$ cat src/rtl/assert_macros.svh
// ----------------------------------------------------------------------------
// assert_macros.svh
// Concurrent assertion helpers; define ASSERT_OFF to compile them away.
// ----------------------------------------------------------------------------
`ifndef ASSERT_MACROS_SVH
`define ASSERT_MACROS_SVH

`ifndef ASSERT_OFF

// Same-cycle implication, checked outside reset
`define ASSERT_IMPL(lbl, clk_s, rst_s, ante, cons) \
  lbl: assert property (@(posedge clk_s) disable iff (!rst_s) (ante) |-> (cons)) \
    else $error("assertion failed: same-cycle implication");

// Next-cycle implication, checked outside reset
`define ASSERT_NEXT(lbl, clk_s, rst_s, ante, cons) \
  lbl: assert property (@(posedge clk_s) disable iff (!rst_s) (ante) |=> (cons)) \
    else $error("assertion failed: next-cycle implication");

`else

`define ASSERT_IMPL(lbl, clk_s, rst_s, ante, cons)
`define ASSERT_NEXT(lbl, clk_s, rst_s, ante, cons)

`endif

`endif

$ cat src/rtl/u8s_pkg.sv
// ----------------------------------------------------------------------------
// u8s_pkg
// Shared types and constants of the UTF-8 stream sanitizer.
// ----------------------------------------------------------------------------
package u8s_pkg;

  // Replacement character U+FFFD in UTF-8
  localparam logic [7:0] REPL_B0 = 8'hEF;
  localparam logic [7:0] REPL_B1 = 8'hBF;
  localparam logic [7:0] REPL_B2 = 8'hBD;

  // Byte class, decoded once at the front
  typedef enum logic [2:0] {
    CLS_ASCII,
    CLS_CONT,
    CLS_LEAD2,
    CLS_LEAD3,
    CLS_LEAD4,
    CLS_BAD
  } u8s_cls_t;

  // Input word
  typedef struct packed {
    logic       req_type;
    logic [7:0] in_byte;
  } u8s_in_t;

  // Result word
  typedef struct packed {
    logic [7:0] out_byte;
    logic       is_replacement;
    logic       last_of_run;
  } u8s_out_t;

  // One buffered byte with its class
  typedef struct packed {
    logic [7:0] data;
    u8s_cls_t   cls;
  } u8s_ent_t;

  // Decoded request passed from front to back
  typedef struct packed {
    logic     flush;
    u8s_ent_t ent;
  } u8s_req_t;

endpackage

$ cat src/rtl/u8s_front.sv
// ----------------------------------------------------------------------------
// u8s_front
// Accepts input words, classifies the byte and queues decoded requests.
// ----------------------------------------------------------------------------
module u8s_front import u8s_pkg::*; #(
  parameter int DEPTH = 2
) (
  input  logic     clk,
  input  logic     rst_n,
  input  logic     push,
  output logic     full,
  input  u8s_in_t  in_req,
  output logic     q_valid,
  output u8s_req_t q_req,
  input  logic     q_take
);

  localparam int PW = $clog2(DEPTH);
  localparam int CW = $clog2(DEPTH + 1);

  localparam logic [7:0] ASCII_MAX = 8'h7F;
  localparam logic [7:0] CONT_MAX  = 8'hBF;
  localparam logic [7:0] LEAD2_MIN = 8'hC2;
  localparam logic [7:0] LEAD2_MAX = 8'hDF;
  localparam logic [7:0] LEAD3_MAX = 8'hEF;
  localparam logic [7:0] LEAD4_MAX = 8'hF4;

  function automatic u8s_cls_t classify(input logic [7:0] b);
    u8s_cls_t c;
    if (b <= ASCII_MAX) begin
      c = CLS_ASCII;
    end else if (b <= CONT_MAX) begin
      c = CLS_CONT;
    end else if (b < LEAD2_MIN) begin
      c = CLS_BAD;
    end else if (b <= LEAD2_MAX) begin
      c = CLS_LEAD2;
    end else if (b <= LEAD3_MAX) begin
      c = CLS_LEAD3;
    end else if (b <= LEAD4_MAX) begin
      c = CLS_LEAD4;
    end else begin
      c = CLS_BAD;
    end
    return c;
  endfunction

  u8s_req_t          slot_r [DEPTH];
  logic [PW-1:0]     wr_ptr_r, wr_ptr_nxt;
  logic [PW-1:0]     rd_ptr_r, rd_ptr_nxt;
  logic [CW-1:0]     cnt_r, cnt_nxt;
  logic              push_ok;
  u8s_req_t          dec_req;

  // Decode the incoming word
  always_comb begin
    dec_req.flush    = in_req.req_type;
    dec_req.ent.data = in_req.in_byte;
    dec_req.ent.cls  = classify(in_req.in_byte);
  end

  assign full    = (cnt_r == CW'(DEPTH));
  assign push_ok = push && !full;
  assign q_valid = (cnt_r != '0);
  assign q_req   = slot_r[rd_ptr_r];

  // Advance pointers and occupancy
  always_comb begin
    wr_ptr_nxt = wr_ptr_r;
    rd_ptr_nxt = rd_ptr_r;
    cnt_nxt    = cnt_r;
    if (push_ok) begin
      wr_ptr_nxt = (wr_ptr_r == PW'(DEPTH - 1)) ? '0 : wr_ptr_r + 1'b1;
    end
    if (q_take) begin
      rd_ptr_nxt = (rd_ptr_r == PW'(DEPTH - 1)) ? '0 : rd_ptr_r + 1'b1;
    end
    case ({push_ok, q_take})
      2'b10:   cnt_nxt = cnt_r + 1'b1;
      2'b01:   cnt_nxt = cnt_r - 1'b1;
      default: cnt_nxt = cnt_r;
    endcase
  end

  always_ff @(posedge clk) begin
    if (!rst_n) begin
      wr_ptr_r <= '0;
      rd_ptr_r <= '0;
      cnt_r    <= '0;
    end else begin
      wr_ptr_r <= wr_ptr_nxt;
      rd_ptr_r <= rd_ptr_nxt;
      cnt_r    <= cnt_nxt;
    end
  end

  // Store the decoded word
  always_ff @(posedge clk) begin
    if (push_ok) begin
      slot_r[wr_ptr_r] <= dec_req;
    end
  end

endmodule

$ cat src/rtl/u8s_back.sv
// ----------------------------------------------------------------------------
// u8s_back
// Scans held bytes and a request; emits clean bytes one a cycle unless stalled.
// ----------------------------------------------------------------------------
module u8s_back import u8s_pkg::*; (
  input  logic     clk,
  input  logic     rst_n,
  input  logic     q_valid,
  input  u8s_req_t q_req,
  output logic     q_take,
  input  logic     pop,
  output logic     empty,
  output u8s_out_t out_res
);

  localparam logic [7:0] E0_LEAD = 8'hE0;
  localparam logic [7:0] E0_MIN  = 8'hA0;
  localparam logic [7:0] ED_LEAD = 8'hED;
  localparam logic [7:0] ED_MAX  = 8'h9F;
  localparam logic [7:0] F0_LEAD = 8'hF0;
  localparam logic [7:0] F0_MIN  = 8'h90;
  localparam logic [7:0] F4_LEAD = 8'hF4;
  localparam logic [7:0] F4_MAX  = 8'h8F;

  typedef enum logic {ST_IDLE, ST_RUN} state_t;
  typedef enum logic [1:0] {ACT_STOP, ACT_PASS, ACT_REPL} act_t;

  typedef struct packed {
    act_t       act;
    logic [2:0] nout;
  } step_t;

  // Decide what to do with the byte at the head of the buffer
  function automatic step_t scan_lead(input u8s_ent_t [3:0] e, input logic [2:0] n,
                                      input logic flush);
    step_t      s;
    logic [2:0] need;
    logic       pre_ok;
    logic       seq_ok;
    logic [7:0] lead;
    logic [7:0] sec;
    logic       c1, c2, c3;
    lead = e[0].data;
    sec  = e[1].data;
    c1   = (e[1].cls == CLS_CONT);
    c2   = (e[2].cls == CLS_CONT);
    c3   = (e[3].cls == CLS_CONT);
    unique case (e[0].cls)
      CLS_ASCII: need = 3'd1;
      CLS_LEAD2: need = 3'd2;
      CLS_LEAD3: need = 3'd3;
      CLS_LEAD4: need = 3'd4;
      default:   need = 3'd0;
    endcase
    pre_ok = (n < 3'd2 || c1) && (n < 3'd3 || c2);
    seq_ok = (need < 3'd2 || c1) && (need < 3'd3 || c2) && (need < 3'd4 || c3) &&
             (need != 3'd3 || ((lead != E0_LEAD || sec >= E0_MIN) &&
                               (lead != ED_LEAD || sec <= ED_MAX))) &&
             (need != 3'd4 || ((lead != F0_LEAD || sec >= F0_MIN) &&
                               (lead != F4_LEAD || sec <= F4_MAX)));
    s.act  = ACT_REPL;
    s.nout = 3'd3;
    if (n == 3'd0) begin
      s.act  = ACT_STOP;
      s.nout = 3'd0;
    end else if (need == 3'd0) begin
      s.act  = ACT_REPL;
      s.nout = 3'd3;
    end else if (n < need) begin
      if (pre_ok && !flush) begin
        s.act  = ACT_STOP;
        s.nout = 3'd0;
      end
    end else if (seq_ok) begin
      s.act  = ACT_PASS;
      s.nout = need;
    end
    return s;
  endfunction

  state_t           state_r, state_nxt;
  u8s_ent_t [3:0]   ent_r, ent_nxt;
  logic [2:0]       n_r, n_nxt;
  logic             flush_r, flush_nxt;
  logic             busy_r, busy_nxt;
  logic             kind_r, kind_nxt;
  logic [1:0]       cnt_r, cnt_nxt;
  logic             out_valid_r, out_valid_nxt;
  u8s_out_t         out_r, out_nxt;

  u8s_ent_t [3:0]   ent_sh;
  logic [2:0]       n_dec;
  step_t            step0;
  step_t            step1;
  act_t             act;
  logic [1:0]       rem;
  logic             slot_free;
  logic             run_end;

  assign empty   = !out_valid_r;
  assign out_res = out_r;

  // Buffer after dropping its head byte
  assign ent_sh = {ent_r[3], ent_r[3], ent_r[2], ent_r[1]};
  assign n_dec  = n_r - 3'd1;

  always_comb begin
    state_nxt     = state_r;
    ent_nxt       = ent_r;
    n_nxt         = n_r;
    flush_nxt     = flush_r;
    busy_nxt      = busy_r;
    kind_nxt      = kind_r;
    cnt_nxt       = cnt_r;
    out_valid_nxt = out_valid_r;
    out_nxt       = out_r;
    q_take        = 1'b0;

    slot_free = !out_valid_r || pop;
    if (pop && out_valid_r) begin
      out_valid_nxt = 1'b0;
    end

    step0 = scan_lead(ent_r, n_r, flush_r);
    step1 = scan_lead(ent_sh, n_dec, flush_r);
    if (busy_r) begin
      act = kind_r ? ACT_REPL : ACT_PASS;
      rem = cnt_r;
    end else begin
      act = step0.act;
      rem = 2'(step0.nout - 3'd1);
    end
    run_end = (rem == 2'd0) && (step1.act == ACT_STOP);

    unique case (state_r)
      ST_IDLE: begin
        // Append the new byte to the held prefix, or latch a flush request
        if (q_valid) begin
          q_take    = 1'b1;
          flush_nxt = q_req.flush;
          if (!q_req.flush) begin
            ent_nxt[n_r[1:0]] = q_req.ent;
            n_nxt             = n_r + 3'd1;
          end
          state_nxt = ST_RUN;
        end
      end
      ST_RUN: begin
        if (act == ACT_STOP) begin
          // Nothing more to emit: the buffer now holds the prefix
          state_nxt = ST_IDLE;
        end else if (slot_free) begin
          out_valid_nxt          = 1'b1;
          out_nxt.is_replacement = (act == ACT_REPL);
          out_nxt.last_of_run    = run_end;
          if (act == ACT_REPL) begin
            case (rem)
              2'd2:    out_nxt.out_byte = REPL_B0;
              2'd1:    out_nxt.out_byte = REPL_B1;
              default: out_nxt.out_byte = REPL_B2;
            endcase
          end else begin
            out_nxt.out_byte = ent_r[0].data;
          end
          busy_nxt = (rem != 2'd0);
          kind_nxt = (act == ACT_REPL);
          cnt_nxt  = rem - 2'd1;
          // Drop the head byte: every passed byte, or a replaced byte after its last U+FFFD byte
          if (act == ACT_PASS || rem == 2'd0) begin
            ent_nxt = ent_sh;
            n_nxt   = n_dec;
          end
          if (run_end) begin
            state_nxt = ST_IDLE;
          end
        end
      end
      default: state_nxt = ST_IDLE;
    endcase
  end

  always_ff @(posedge clk) begin
    if (!rst_n) begin
      state_r     <= ST_IDLE;
      n_r         <= 3'd0;
      busy_r      <= 1'b0;
      out_valid_r <= 1'b0;
    end else begin
      state_r     <= state_nxt;
      n_r         <= n_nxt;
      busy_r      <= busy_nxt;
      out_valid_r <= out_valid_nxt;
    end
    ent_r   <= ent_nxt;
    flush_r <= flush_nxt;
    kind_r  <= kind_nxt;
    cnt_r   <= cnt_nxt;
    out_r   <= out_nxt;
  end

endmodule

$ cat src/rtl/utf8_stream_sanitizer.sv
// ----------------------------------------------------------------------------
// utf8_stream_sanitizer
// UTF-8 byte stream cleaner that swaps malformed input for U+FFFD.
// ----------------------------------------------------------------------------
// Usage:
//   Input queue: a word (req_type, in_byte) is taken when push is high and
//   full is low. req_type 0 appends a byte; 1 flushes the held prefix.
//   Result queue: while empty is low the oldest word (out_byte,
//   is_replacement, last_of_run) is on out_res; pop takes it. last_of_run
//   marks the final byte caused by one input word.
//   Scanning: the scanner takes an input word in a load step, then emits
//   its result bytes one per cycle while the receiver keeps up; a word
//   that yields nothing still needs a scan step after the load. A
//   replaced lead byte yields the three bytes of U+FFFD, so a word yields
//   from no byte up to twelve bytes; the single output byte register sets
//   the one-byte-per-cycle ceiling. After an input word is taken, its first
//   byte reaches out_res through the scanner buffer and output register.
//   The input queue holds QUEUE_DEPTH words so the sender keeps pushing
//   while the scanner works or the receiver stalls; a stalled receiver
//   freezes the scanner with the current byte held on out_res.
//   Reset (synchronous, active low) empties both queues and drops any held
//   prefix bytes.
// ----------------------------------------------------------------------------
`include "assert_macros.svh"

module utf8_stream_sanitizer import u8s_pkg::*; #(
  parameter int QUEUE_DEPTH = 2
) (
  input  logic     clk,
  input  logic     rst_n,
  input  logic     push,
  output logic     full,
  input  u8s_in_t  in_req,
  output logic     empty,
  input  logic     pop,
  output u8s_out_t out_res
);

  logic     q_valid;
  logic     q_take;
  u8s_req_t q_req;
  logic     out_repl;
  logic     repl_byte_ok;
  logic     repl_last;

  // Accept and classify input words
  u8s_front #(
    .DEPTH (QUEUE_DEPTH)
  ) u_front (
    .clk     (clk),
    .rst_n   (rst_n),
    .push    (push),
    .full    (full),
    .in_req  (in_req),
    .q_valid (q_valid),
    .q_req   (q_req),
    .q_take  (q_take)
  );

  // Scan and emit sanitized bytes
  u8s_back u_back (
    .clk     (clk),
    .rst_n   (rst_n),
    .q_valid (q_valid),
    .q_req   (q_req),
    .q_take  (q_take),
    .pop     (pop),
    .empty   (empty),
    .out_res (out_res)
  );

  // Qualifiers for the checks below
  assign out_repl     = !empty && out_res.is_replacement;
  assign repl_byte_ok = (out_res.out_byte == REPL_B0) || (out_res.out_byte == REPL_B1) ||
                        (out_res.out_byte == REPL_B2);
  assign repl_last    = out_repl && out_res.last_of_run;

  // Replacement words only carry the three bytes of U+FFFD
  `ASSERT_IMPL(a_repl_byte, clk, rst_n, out_repl, repl_byte_ok)

  // A run never ends in the middle of a replacement
  `ASSERT_IMPL(a_repl_last, clk, rst_n, repl_last, out_res.out_byte == REPL_B2)

  // The scanner never reads an empty queue
  `ASSERT_IMPL(a_take_valid, clk, rst_n, q_take, q_valid)

  // After taking a word the scanner scans it before it takes another
  `ASSERT_NEXT(a_take_gap, clk, rst_n, q_take, !q_take)

endmodule
$ cat config.mk
export PLATFORM = sky130hd
export DESIGN_NAME = utf8_stream_sanitizer
export DESIGN_NICKNAME = d
export VERILOG_FILES = /design/src/rtl/u8s_pkg.sv /design/src/rtl/u8s_front.sv /design/src/rtl/u8s_back.sv /design/src/rtl/utf8_stream_sanitizer.sv
export VERILOG_INCLUDE_DIRS = /design/src /design/src/rtl
export SDC_FILE = /design/constraint.sdc
export NUM_CORES = 1
export LEC_CHECK = 0
export BUFFER_PORTS_ARGS = -buffer_cell sky130_fd_sc_hd__buf_2
export CORE_MARGIN = 2
export CORE_UTILIZATION = 35
export DETAILED_ROUTE_END_ITERATION = 16
export SLEW_MARGIN = 40
export SYNTH_ARGS = -nofsm -noshare
export SYNTH_HDL_FRONTEND = slang
export SYNTH_HIERARCHICAL = 1
export SYNTH_SLANG_ARGS = --single-unit
$ cat constraint.sdc
create_clock -name clk -period 4.8 [get_ports clk]
set_clock_uncertainty 0.1 [all_clocks]
set_input_delay 0.48 -clock clk [delete_from_list [all_inputs] [get_ports clk]]
set_output_delay 0.48 -clock clk [all_outputs]
set_load 0.05 [all_outputs]
Word-level counts from Yosys, hierarchy flattened

Memory sizes are Yosys's and may differ from the RTL's. A register that Yosys moved wholly into a read port is not among the register bits.
Cells that the tools add are included.

Register bits: 67
Latch bits: 0
Memory bits (writable): 24
Bits in read-only memories: 0
Input port bits: 13
Output and inout port bits: 12
Logic and storage cells: 210
Memories kept: 1

Add/sub/neg operators: 8
$mul: 0
Div/mod/pow operators: 0
$lt $le $gt $ge: 28
Eq/ne operators: 33
Shifts and indexed selects: 0
Multiplexer cells: 55
Bitwise logic cells: 2
Reductions and logical operators: 63

Memories:

| name           | words | width | read ports | clocked after Yosys merged registers in | wr ports | RTL line        | source |
|---|---|---|---|---|---|---|---|
| u_front.slot_r | 2     | 12    | 1          | 1                                       | 1        | u8s_front.sv:48 | `u8s_req_t slot_r [DEPTH];` |

Operators by type and width:

| kind                                                                         | number |
|---|---|
| 44-bit 2-to-1 mux                                                            | 4 |
| 44-bit one-hot mux with 2 select lines                                       | 1 |
| 8-bit <= comparator, second input constant                                   | 8 |
| 8-bit != test, second input constant                                         | 8 |
| 5-bit 2-to-1 mux                                                             | 10 |
| 44-bit bitwise mux                                                           | 1 |
| 33-bit 2-to-1 mux                                                            | 1 |
| 8-bit greater-or-equal comparator, second input constant                     | 4 |
| 3-bit 2-to-1 mux                                                             | 10 |
| 1-bit logical OR                                                             | 24 |
| 3-bit by 2-bit less-than comparator with 1-bit output, second input constant | 8 |
| 3-bit one-hot mux with 4 select lines                                        | 2 |
| 11-bit demux with 2-bit select                                               | 1 |
| 1-bit logical AND                                                            | 20 |
| 3-bit zero test                                                              | 6 |
| 1-bit 2-to-1 mux                                                             | 16 |
| 7-bit one-hot mux with 2 select lines                                        | 1 |
| 3-bit by 2-bit equality test with 1-bit output, second input constant        | 4 |
| 11-bit 2-to-1 mux                                                            | 1 |
| 2-bit != test, second input constant                                         | 5 |
| 3-bit by 1-bit equality test with 1-bit output, second input constant        | 3 |
| 2-bit equality test, second input constant                                   | 4 |
| 8-bit by 7-bit <= comparator with 1-bit output, second input constant        | 1 |
| 8-bit less-than comparator, second input constant                            | 1 |
| 25 further kinds                                                             | 45 |

Longest topological paths before layout

Word-level depth: 20
Depth in mapped cells: 13

Cells and area by module

The synthesis kept the hierarchy.

By module, submodules not included:

| module    | instances | cells each | area an instance (um^2) | seq. area each (um^2) |
|---|---|---|---|---|
| u8s_back  | 1         | 269        | 3349.5                  | 1831.8 |
| u8s_front | 1         | 72         | 1153.6                  | 820.8 |

Least setup slack after synthesis

OpenSTA, ideal clock, no wires.

Path type: register to register
Start point: reg u_back/ent_r[0] (netlist name)
End point: reg u_back/ent_r[0] (netlist name), enable pin
Arrival time: 3.695 ns
Required time: 4.322 ns
Path slack: 0.627 ns
Stages on the path, launching flop included: 14
Buffers on the path: 0
Clock period less this slack: 4.173 ns
Path through: edfxtp_1 nor2_1 nand2_1 ha_1 or4_4 o22ai_4 nor3b_2 o21ai_0 a21boi_0 o41ai_1 ha_1 a2111oi_2 a21o_4 nor2_1

Cells in the longest elaborated chain, start to end: 18
Elaborated cells on any way between the ends: 35
Those cells by class: 1 x add/sub; 4 x order compare; 8 x eq/ne; 7 x mux; 15 x reduce/logical

Ends and longest elaborated chain:

| what                                                  | RTL line        | source |
|---|---|---|
| start: declaration                                    | u8s_back.sv:82  | `u8s_ent_t [3:0] ent_r, ent_nxt;` |
| start signal: assignment                              | u8s_back.sv:194 | `ent_r <= ent_nxt;` |
| 3-bit equality test, or another cell as far along     | u8s_back.sv:48  | `unique case (e[0].cls)` |
| 3-bit one-hot mux with 4 select lines *               | u8s_back.sv:48  |  |
| 3-bit by 2-bit less-than comparator with 1-bit output | u8s_back.sv:56  | `seq_ok = (need < 3'd2 \|\| c1) && (need < 3'd3 \|\| c2) && (need < 3'd4 \|\| c3) &&` |
| 1-bit logical OR                                      | u8s_back.sv:56  |  |
| 1-bit logical AND (3 in a row)                        | u8s_back.sv:56  |  |
| 1-bit logical AND                                     | u8s_back.sv:58  | `(lead != ED_LEAD \|\| sec <= ED_MAX))) &&` |
| 5-bit 2-to-1 mux                                      | u8s_back.sv:74  | `end else if (seq_ok) begin` |
| 5-bit 2-to-1 mux                                      | u8s_back.sv:69  | `end else if (n < need) begin` |
| 5-bit 2-to-1 mux *                                    | u8s_back.sv:66  | `end else if (need == 3'd0) begin` |
| 5-bit 2-to-1 mux *                                    | u8s_back.sv:63  | `if (n == 3'd0) begin` |
| 2-bit by 1-bit subtractor with 2-bit output           | u8s_back.sv:131 | `rem = 2'(step0.nout - 3'd1);` |
| 2-bit 2-to-1 mux                                      | u8s_back.sv:126 | `if (busy_r) begin` |
| 2-bit zero test                                       | u8s_back.sv:169 | `if (act == ACT_PASS \|\| rem == 2'd0) begin` |
| 1-bit logical OR                                      | u8s_back.sv:169 |  |
| 2-bit != test (no source line)                        | -               |  |
| 5-bit AND reduction (no source line) *                | -               |  |

Mark *: on every way between the ends. The rest lies on a longest branch, timed or not.
A chain may end at the register's enable or synchronous reset.

Worst setup path after layout

Start point: reg u_back/ent_r[0] (netlist name)
End point: reg u_back/ent_r[25] (netlist name), enable pin

Same word-level chain as after synthesis.

==> results.toml <==
[status]
status = "complete, no violations"

[critical_path]
crit_type = "reg -> reg"
required_ns = 4.74
critical_path.slowest_cell = "o41ai_1"
crit_chain = "nor2_1, nand2_1, ha_1, or4_4, o22ai_4, nor3b_2, o21ai_0, a21boi_0, o41ai_1, ha_1, a2111oi_2, a21o_4, nor2_1, buf_4"
cp.arrival_ns = 4.32
cp_max_fo = 11
reg2reg_slack_ns = 0.42
slowest_delay_ns = 0.67
crit_path_end_kind = "register"
cp-start-kind = "register"

[clock_network]
clockRootBuffer = "clkbuf_16"
cts.sinks = 92
clkLatencyLatePin_ns = 0.33
clk_pin_slew_worst_paths_ns = 0.06
cts_hold_buf = 0
cts_setup_buffers = 0
cts_max_path_buffers = 2
htreeDepth = 3
numCtsBuffers = 9
cts_resized = 0
cts_tree = "yes"

[drt]
wire_per_inst_um = 14.2
drt_first_pass_iters = 4
vias = 2665
route.detailed.drc = 0
routed_wl_um = 7710
postRouteAntennaNets = 0
vias_per_cell = 4.91
drt_iter0_markers = 119

[floorplan]
die_area_mm2 = 0.0138
initial_core_util = 0.358
rows = 41
die_y_um = 117
fp.dieW_um = 117
core_mm2 = 0.0126
io_pins = 25

[synth]
synth_top_area_cell = "edfxtp_1"
synth_cell_types = 64
synth_top_family_by_area = "compound AO/OA/AOI/OAI gates"
synth_ff_type = "edfxtp_1"
synth_most_common_cell = "edfxtp_1"
yosys.area_share.simple = 0.123
synthArstFlopShare = 0
syn_area_mm2 = 0.00450
synth-compound-area-share = 0.162
synthCells = 341
ys.warnings.count = 6
synth_xor_area_frac = 0.0136
yosys-mux-area-fraction = 0.0447
yosys.area.top_type_share = 0.540
synth_edf_count = 81
synth_seq_area_share = 0.589
synth_fa_ha_area_frac = 0.0389
synth_commonest_cells = "edfxtp_1 (81), a22o_1 (34), inv_1 (18), nor2_1 (18), nor2b_1 (18)"
syn_area_per_cell_um2 = 13.2
ys_seq_elements = 92
synth_fp_nets = 368
ys_top_cells_by_area = "edfxtp_1 (54%), a22o_1 (6.6%), dfxtp_1 (4.9%)"

[timing]
period_needed_ns = 4.38
rsz0062_at_grt = "false"
clock.fmax_mhz = 229
setup_tns_ns = 0
hold_viol_final = 0
whs_ns = 0.235
fin_crit_sh = 0.912
slew_headroom = 0.521
drv_slew = 0
setup_viol = 0
tightest_slew_ns = 0.709

[worst_hold_path]
hold_class = "in -> reg"

[placed_design]
placed_cell_area_mm2 = 0.00481
hpwl_um = 5600
io_buffers = 24
place.gp.congestion = 0.845

[global_routing]
grt_max_degree = 58
grt_antenna_before_repair = 0
grt_pass1_wl_um = 12900
overflow = 0
grt_util_all_layers = 0.118
grt_pass1_vias = 2633

[layout]
multi_input_area_mm2 = 0.00173
fin_area_mm2 = 0.00508
syn2layout_area_growth_pct = 12.9
regArea_mm2 = 0.00265
diodes = 0
num-nets-final = 393
n_fill_cell = 1188
final_layout_size_suffix_gt1_frac = 0.197
fin_util = 0.404

[pwr]
ir_drop_mv = 0.280
leakage_nw = 1.87
power_density_mw_per_mm2 = 650

[flow_run]
cap_violations = 0
-- stage by stage --
step | total power, W | std cells | worst slack (ns)
3_3_place_gp | 0.00265 | 527 | 0.637
3_5_place_dp | 0.00269 | 527 | 0.504
6_report | 0.00330 | 543 | 0.424
2_1_floorplan | 0.00238 | 341 | 0.627
4_1_cts | 0.00333 | 543 | 0.444
5_1_grt | 0.00352 | 543 | 0.0790
-- layout make-up --
class	count	area share
repair buffers	28	0.0295
multi-input cells	216	0.339
flip-flops and latches	92	0.522
well taps	172	0.0423
inverters	19	0.0140
clock buffers	10	0.0451
clock inverters	6	0.00763
-- power breakdown --
group | internal, W | total (W) | switching, W
logic | 0.000580 | 0.00140 | 0.000824
clock network | 0.000351 | 0.000634 | 0.000283
registers | 0.00115 | 0.00126 | 0.000114
-- path summary, 6_finish.rpt --
kind / cells after the start / startpoint / end
max: 14 / u_back/ent_r[0]$_DFFE_PP_ / u_back/ent_r[25]$_DFFE_PP_
min: 1 / in_req[8] / u_front/slot_r[1][11]$_DFFE_PP_
max reg2reg: 14 / u_back/ent_r[0]$_DFFE_PP_ / u_back/ent_r[25]$_DFFE_PP_
min reg2reg: 2 / u_front/wr_ptr_r$_SDFFE_PN0P_ / u_front/wr_ptr_r$_SDFFE_PN0P_
-- registers in the layout, summed over array words and instances (netlist names), 2 cells and up, named ones only --
register / cells
u_back/n_r: 3
u_back/ent_r: 44
u_back/cnt_r: 2
u_front/cnt_r: 2
u_back/out_res: 10
u_front/slot_r: 24
-- critical path, delay by kind of cell (launching register included) --
kind,cells,cell delay [ns]
compound gates,6,1.61
fa+ha+maj,2,0.65
buf+inv,1,0.19
simple gates,5,1.07
flops,1,0.47
-- cells in the final DEF (no fill, tap or decap), types with 3 or more instances in the layout --
| master | n |
|---|---|
| o21ai_0 | 9 |
| nand3_1 | 3 |
| nor3b_1 | 3 |
| buf_2 | 24 |
| xor2_1 | 5 |
| mux2i_1 | 4 |
| ha_1 | 14 |
| clkbuf_16 | 9 |
| and2_1 | 14 |
| o21a_1 | 5 |
| nand2_1 | 11 |
| nor2b_1 | 18 |
| a22o_1 | 34 |
| a21boi_1 | 3 |
| buf_4 | 4 |
| edfxtp_1 | 81 |
| nand2b_1 | 9 |
| nor2_1 | 18 |
| a21oi_1 | 5 |
| mux2_2 | 13 |
| inv_1 | 18 |
| dfxtp_1 | 11 |
-- routing by layer --
| metal | GRT usage | wire [um] | part of all wire | vias to the layer above |
|---|---|---|---|---|
| met3 | 0.0345 | 372 | 0.048 | 10 |
| li1 | - | - | - | 1335 |
| met4 | 0.0512 | 125 | 0.016 | 0 |
| met1 | 0.148 | 3570 | 0.46 | 1262 |
| met5 | 0 | 0 | 0 | - |
| met2 | 0.189 | 3640 | 0.47 | 58 |
-- cells by family after synthesis --
family                     count (synthesis)
and+or+nand+nor                           95
AOI/OAI and AO/OA                         82
buffers and inverters                     33
xor gates and xnor gates                   7
adders and majority gates                 14
muxes                                     18
DFF                                       92
Power figures use the tool's default switching activity.
